`src/rtl/core/les_pkg.sv`:
```
// Shared constants, types and a helper function of the largest empty square unit.
`timescale 1ns / 1ps
package les_pkg;

    localparam int MAX_COLS = 1024;
    localparam int MAX_ROWS = 65536;

    localparam int COL_W   = $clog2(MAX_COLS);
    localparam int WIDTH_W = COL_W + 1;
    localparam int ROW_W   = $clog2(MAX_ROWS);
    localparam int SIZE_W  = 11;
    localparam int CHAR_W  = 8;

    localparam int CFG_IDX_W  = 2;
    localparam int CFG_DATA_W = WIDTH_W;

    localparam logic [CFG_IDX_W-1:0] REG_ROW_WIDTH  = CFG_IDX_W'(0);
    localparam logic [CFG_IDX_W-1:0] REG_EMPTY_CHAR = CFG_IDX_W'(1);

    localparam logic [WIDTH_W-1:0] ROW_WIDTH_RESET  = WIDTH_W'(MAX_COLS);
    localparam logic [CHAR_W-1:0]  EMPTY_CHAR_RESET = CHAR_W'(46);

    localparam logic [SIZE_W-1:0] SIZE_MAX  = {SIZE_W{1'b1}};
    localparam logic [ROW_W-1:0]  ROW_LIMIT = ROW_W'(MAX_ROWS - 1);
    localparam logic [COL_W-1:0]  COL_LIMIT = COL_W'(MAX_COLS - 1);

    typedef logic [SIZE_W-1:0] les_size_t;
    typedef logic [ROW_W-1:0]  les_row_t;
    typedef logic [COL_W-1:0]  les_col_t;
    typedef logic [CHAR_W-1:0] les_char_t;

    typedef struct packed {
        les_size_t size;
        les_row_t  row;
        les_col_t  col;
    } les_result_t;

    function automatic les_col_t les_width_m1(input logic [WIDTH_W-1:0] row_width);
        les_col_t last_col;
        if (row_width == '0)
        begin
            last_col = '0;
        end
        else if (row_width > WIDTH_W'(MAX_COLS))
        begin
            last_col = COL_LIMIT;
        end
        else
        begin
            last_col = COL_W'(row_width - WIDTH_W'(1));
        end
        return last_col;
    endfunction

endpackage

```
`src/rtl/core/les_track.sv`:
```
// Per-cell square size, raster position and running best answer of the grid.
`timescale 1ns / 1ps
module les_track (
    input  logic                          clk,
    input  logic                          rst_n,
    input  logic                          accept,
    input  les_pkg::les_char_t            cell_char,
    input  logic                          last_cell,
    input  logic [les_pkg::WIDTH_W-1:0]   row_width,
    input  les_pkg::les_char_t            empty_char,
    input  les_pkg::les_size_t            up_size,
    output les_pkg::les_size_t            new_size,
    output logic                          result_fire,
    output les_pkg::les_result_t          result
);
    import les_pkg::*;

    les_size_t left_reg, left_next;
    les_size_t diag_reg, diag_next;
    les_col_t  col_reg, col_next;
    les_row_t  row_reg, row_next;
    les_size_t best_size_reg, best_size_next;
    les_row_t  best_row_reg, best_row_next;
    les_col_t  best_col_reg, best_col_next;

    les_size_t left_v, diag_v, up_v, min_v, size_v;
    logic [SIZE_W:0] sum_v;
    logic      is_empty, better, end_row;
    les_col_t  last_col;

    always_comb
    begin
        last_col = les_width_m1(row_width);
        left_v   = (col_reg != '0) ? left_reg : '0;
        diag_v   = (col_reg != '0 && row_reg != '0) ? diag_reg : '0;
        up_v     = (row_reg != '0) ? up_size : '0;
        min_v    = left_v;
        if (diag_v < min_v)
        begin
            min_v = diag_v;
        end
        if (up_v < min_v)
        begin
            min_v = up_v;
        end
        sum_v    = {1'b0, min_v} + (SIZE_W + 1)'(1);
        is_empty = (cell_char == empty_char);
        if (!is_empty)
        begin
            size_v = '0;
        end
        else if (sum_v > {1'b0, SIZE_MAX})
        begin
            size_v = SIZE_MAX;
        end
        else
        begin
            size_v = sum_v[SIZE_W-1:0];
        end
        better  = is_empty && (size_v > best_size_reg);
        end_row = (col_reg >= last_col);

        best_size_next = better ? size_v : best_size_reg;
        best_row_next  = better ? row_reg : best_row_reg;
        best_col_next  = better ? col_reg : best_col_reg;
        result.size    = best_size_next;
        result.row     = best_row_next;
        result.col     = best_col_next;

        left_next = size_v;
        diag_next = up_v;
        col_next  = col_reg + COL_W'(1);
        row_next  = row_reg;
        if (end_row)
        begin
            col_next  = '0;
            left_next = '0;
            diag_next = '0;
            if (row_reg < ROW_LIMIT)
            begin
                row_next = row_reg + ROW_W'(1);
            end
        end
        if (last_cell)
        begin
            left_next      = '0;
            diag_next      = '0;
            col_next       = '0;
            row_next       = '0;
            best_size_next = '0;
            best_row_next  = '0;
            best_col_next  = '0;
        end
    end

    assign new_size    = size_v;
    assign result_fire = accept && last_cell;

    always_ff @(posedge clk or negedge rst_n)
    begin
        if (!rst_n)
        begin
            left_reg      <= '0;
            diag_reg      <= '0;
            col_reg       <= '0;
            row_reg       <= '0;
            best_size_reg <= '0;
            best_row_reg  <= '0;
            best_col_reg  <= '0;
        end
        else if (accept)
        begin
            left_reg      <= left_next;
            diag_reg      <= diag_next;
            col_reg       <= col_next;
            row_reg       <= row_next;
            best_size_reg <= best_size_next;
            best_row_reg  <= best_row_next;
            best_col_reg  <= best_col_next;
        end
    end
endmodule

```
`config.mk`:
```
export PLATFORM = sky130hd
export DESIGN_NAME = les_track
export DESIGN_NICKNAME = d
export VERILOG_FILES = /design/src/rtl/core/les_pkg.sv /design/src/rtl/core/les_track.sv
export SDC_FILE = /design/constraint.sdc
export NUM_CORES = 1
export LEC_CHECK = 0
export ABC_AREA = 1
export BUFFER_PORTS_ARGS = -buffer_cell sky130_fd_sc_hd__buf_4
export CORE_ASPECT_RATIO = 1.4
export CORE_UTILIZATION = 45
export DETAILED_ROUTE_END_ITERATION = 8
export PLACE_DENSITY = 0.76
export SLEW_MARGIN = 30
export SYNTH_ARGS = -nofsm -noshare
export SYNTH_HDL_FRONTEND = slang
export SYNTH_SLANG_ARGS = --single-unit
```
`constraint.sdc`:
```
create_clock -name clk -period 13.6 [get_ports clk]
set_input_delay 3.4 -clock clk [delete_from_list [all_inputs] [get_ports clk]]
set_output_delay 3.4 -clock clk [all_outputs]
set_load 0.02 [all_outputs]
```
==> summary.txt <==
Synthesis
  – Asr flop ratio synth: 1.00
  – Syn avg cell area: 7.11 um^2
  – Area of the mapped netlist: 6770 um^2
  – Top post-synthesis cells by area: dfrtp_1, nand2_1, ha_1, inv_1, nand3_1
  – Synth Flop Type: dfrtp_1
  – Post-synth top area cell: dfrtp_1
  – Yosys reg bits: 85
  – Syn Inst Count: 952
  – Compound-gate portion of the synthesized area: 0.0930
  – Most common cell in the netlist: nand2_1
  – Simple-gate portion of the synthesized area: 0.367
  – Mux share of post-synthesis cell area: 0.00148
  – Syn_nets: 1041
  – Post-synth EDFFs: 0
  – Synth Warn #: 0
  – Post-synthesis sequential area ratio: 0.314
  – Largest family of logic cells by synthesized area: simple AND/OR/NAND/NOR gates
  – Post-Synth Adder-Cell Area: 0.0869
  – Top cell type's share of synthesized area: 0.314
  – Post-synthesis xor/xnor area fraction: 0.0246
  – Synth cell types: 45
  – Post-synth top cells: nand2_1, inv_1, dfrtp_1

Clock network
  – CTS tree: yes
  – Clock Tree Root: clkbuf_16
  – Cts bufs inserted: 9
  – Post-cts hold buffer count: 0
  – H-tree depth: 3
  – CTS Sinks: 85
  – Clock Latency Late Sink: 340 ps
  – Setup Buffers After CTS: 0
  – CTS clock-pin slew for the worst setup and hold paths: 70 ps
  – CTS max path bufs: 2
  – Post-CTS sizing: 0

Cells and area
  – Finished Layout Cells: 1224
  – Final #Nets: 1119
  – Footprint of the multi-input gates: 3880 um^2
  – Area growth from synthesis to layout: 15.7%
  – Fraction of layout cells with a size suffix above 1: 0.177
  – Layout Utilization: 0.537
  – Reg area: 2130 um^2
  – Fill cell count: 1468
  – Antenna Cells: 0

Timing
  – RSZ-0062 raised after global routing: no
  – Slew headroom: 0.368
  – Setup violators final: 0
  – Final Hold Vio Count: 0
  – Final Critical Period: 11610 ps
  – FMAX: 86.1 MHz
  – Slew @ Worst Pin: 946 ps
  – Final Skew: 6.68 ps
  – WHS: 479 ps
  – Setup tns final: 0 ps
  – Max-slew violation count: 0
  – Period utilization: 0.854

Global route
  – Largest net degree at the start of global routing: 69
  – First-pass GRT wire length: 28500 um
  – Total grt overflow: 0
  – Antenna violations before repair: 0
  – Overall routing resource usage: 0.228
  – Vias in the first global route: 6313

Die
  – IO Pins: 91
  – Initial Utilization: 0.464
  – Die Width: 106 um
  – Core area: 14600 um^2
  – Die H: 147 um
  – Core Rows: 52
  – Die area: 15500 um^2

Route
  – WL/cell: 13.7 um
  – Drt drc: 0
  – Final wirelength: 16700 um
  – Via density: 5.13
  – Initial DRC Count: 284
  – Antenna-violating nets left: 0
  – DR vias: 6276
  – TritonRoute pass-1 iters: 5

Critical path
  – WP buf/inv: 7
  – Family with the most delay on the worst path: simple AND/OR/NAND/NOR gates
  – Critical path capture point type: output pin
  – Max stage delay cell, worst path: buf_4
  – Crit Path Max Fanout: 22
  – CP Launch Type: primary input
  – Critical path arrival: 8210 ps
  – Kind of critical path: in2out
  – Critical Path RT: 10200 ps
  – Worst path most repeated cell: nand2_1
  – CP max stage delay: 430 ps

Pwr
  – Power Dens Cells: 92.8 nW/um^2
  – Peak supply drop: 0.0521 mV
  – Leak Pwr: 4.05 nW
  – PnR Total Power: 0.726 mW

Placement
  – GPL Wtd Cong: 0.912
  – Total placed cells including tap cells: 1207
  – Port Buffers: 90
  – Detail Placement HPWL: 12700 um

Job
  – Max cap viols: 0

Worst hold path
  – Worst Hold Class: reg2reg

Status
  – Status: completed
cells in the final DEF (no fill, tap or decap), types with 5 or more instances in the layout:
cell,count
nand4_1,10
xor2_1,15
nor3_1,17
o22ai_1,10
inv_2,9
a211oi_1,5
inv_1,136
o21ai_2,6
nand3_2,31
dfrtp_1,85
o21ai_0,34
nand3_1,69
nand2_1,252
nand2_2,8
ha_1,47
and2_1,38
clkbuf_16,9
buf_4,95
o21ai_1,5
a21oi_1,33
or2_2,5
o31ai_1,8
nor2_1,68
routing by layer:
metal	wire length (um)	GRT usage	up-vias	part of all wire
met2	8870	0.429	125	0.53
met4	535	0.0972	0	0.032
li1	-	-	3195	-
met5	0	0	-	0
met3	477	0.0244	42	0.029
met1	6850	0.257	2914	0.41
per-stage QoR:
step | setup slack, ps | cell area [um^2]
after CTS | 1980 | 7810
after detailed placement | 2030 | 7510
after global routing | 1070 | 7830
after global placement | 2120 | 7510
final | 1990 | 7830
after floorplan | 2820 | 6770
worst paths after layout:
| check | start | endpoint | cells past startpoint | slack, ps |
|---|---|---|---|---|
| min in group asynchronous | rst_n | col_reg[2] | 1 | 2920 |
| hold reg to reg | best_row_reg[10] | best_row_reg[10] | 2 | 480 |
| max in group asynchronous | rst_n | best_size_reg[6] | 3 | 9740 |
| hold / removal | best_row_reg[10] | best_row_reg[10] | 2 | 480 |
| setup / recovery | up_size[10] | result[25] | 30 | 1990 |
| setup reg to reg | row_reg[0] | best_row_reg[15] | 44 | 5820 |
layout make-up:
class                           instances  share of cell area
Clock inverter                          6             0.00911
Inverter                              147              0.0706
Tap cell                              189              0.0302
Clock buffer                           10              0.0292
Multi-Input combinational cell        691               0.495
Timing Repair Buffer                   96              0.0937
Sequential cell                        85               0.272
logic make-up (layout without fill, tap and decap cells):
family          after synthesis  count (layout)
mux                           1               1
compound gates              108             108
simple gates                516             516
flops                        85              85
xor+xnor                     19              19
buf+inv                     176             259
fa+ha+maj                    47              47
worst min-delay path, stage by stage (launching register included):
cell and delay, ps:
dfrtp_1 340, nand2_1 50, nand2_1 50
power breakdown:
group          total [mW]  internal (mW)  switching, mW
clock               0.253          0.144          0.109
sequential          0.263          0.259        0.00357
combinational       0.210         0.0641          0.146
Power figures use the tool's default switching activity.
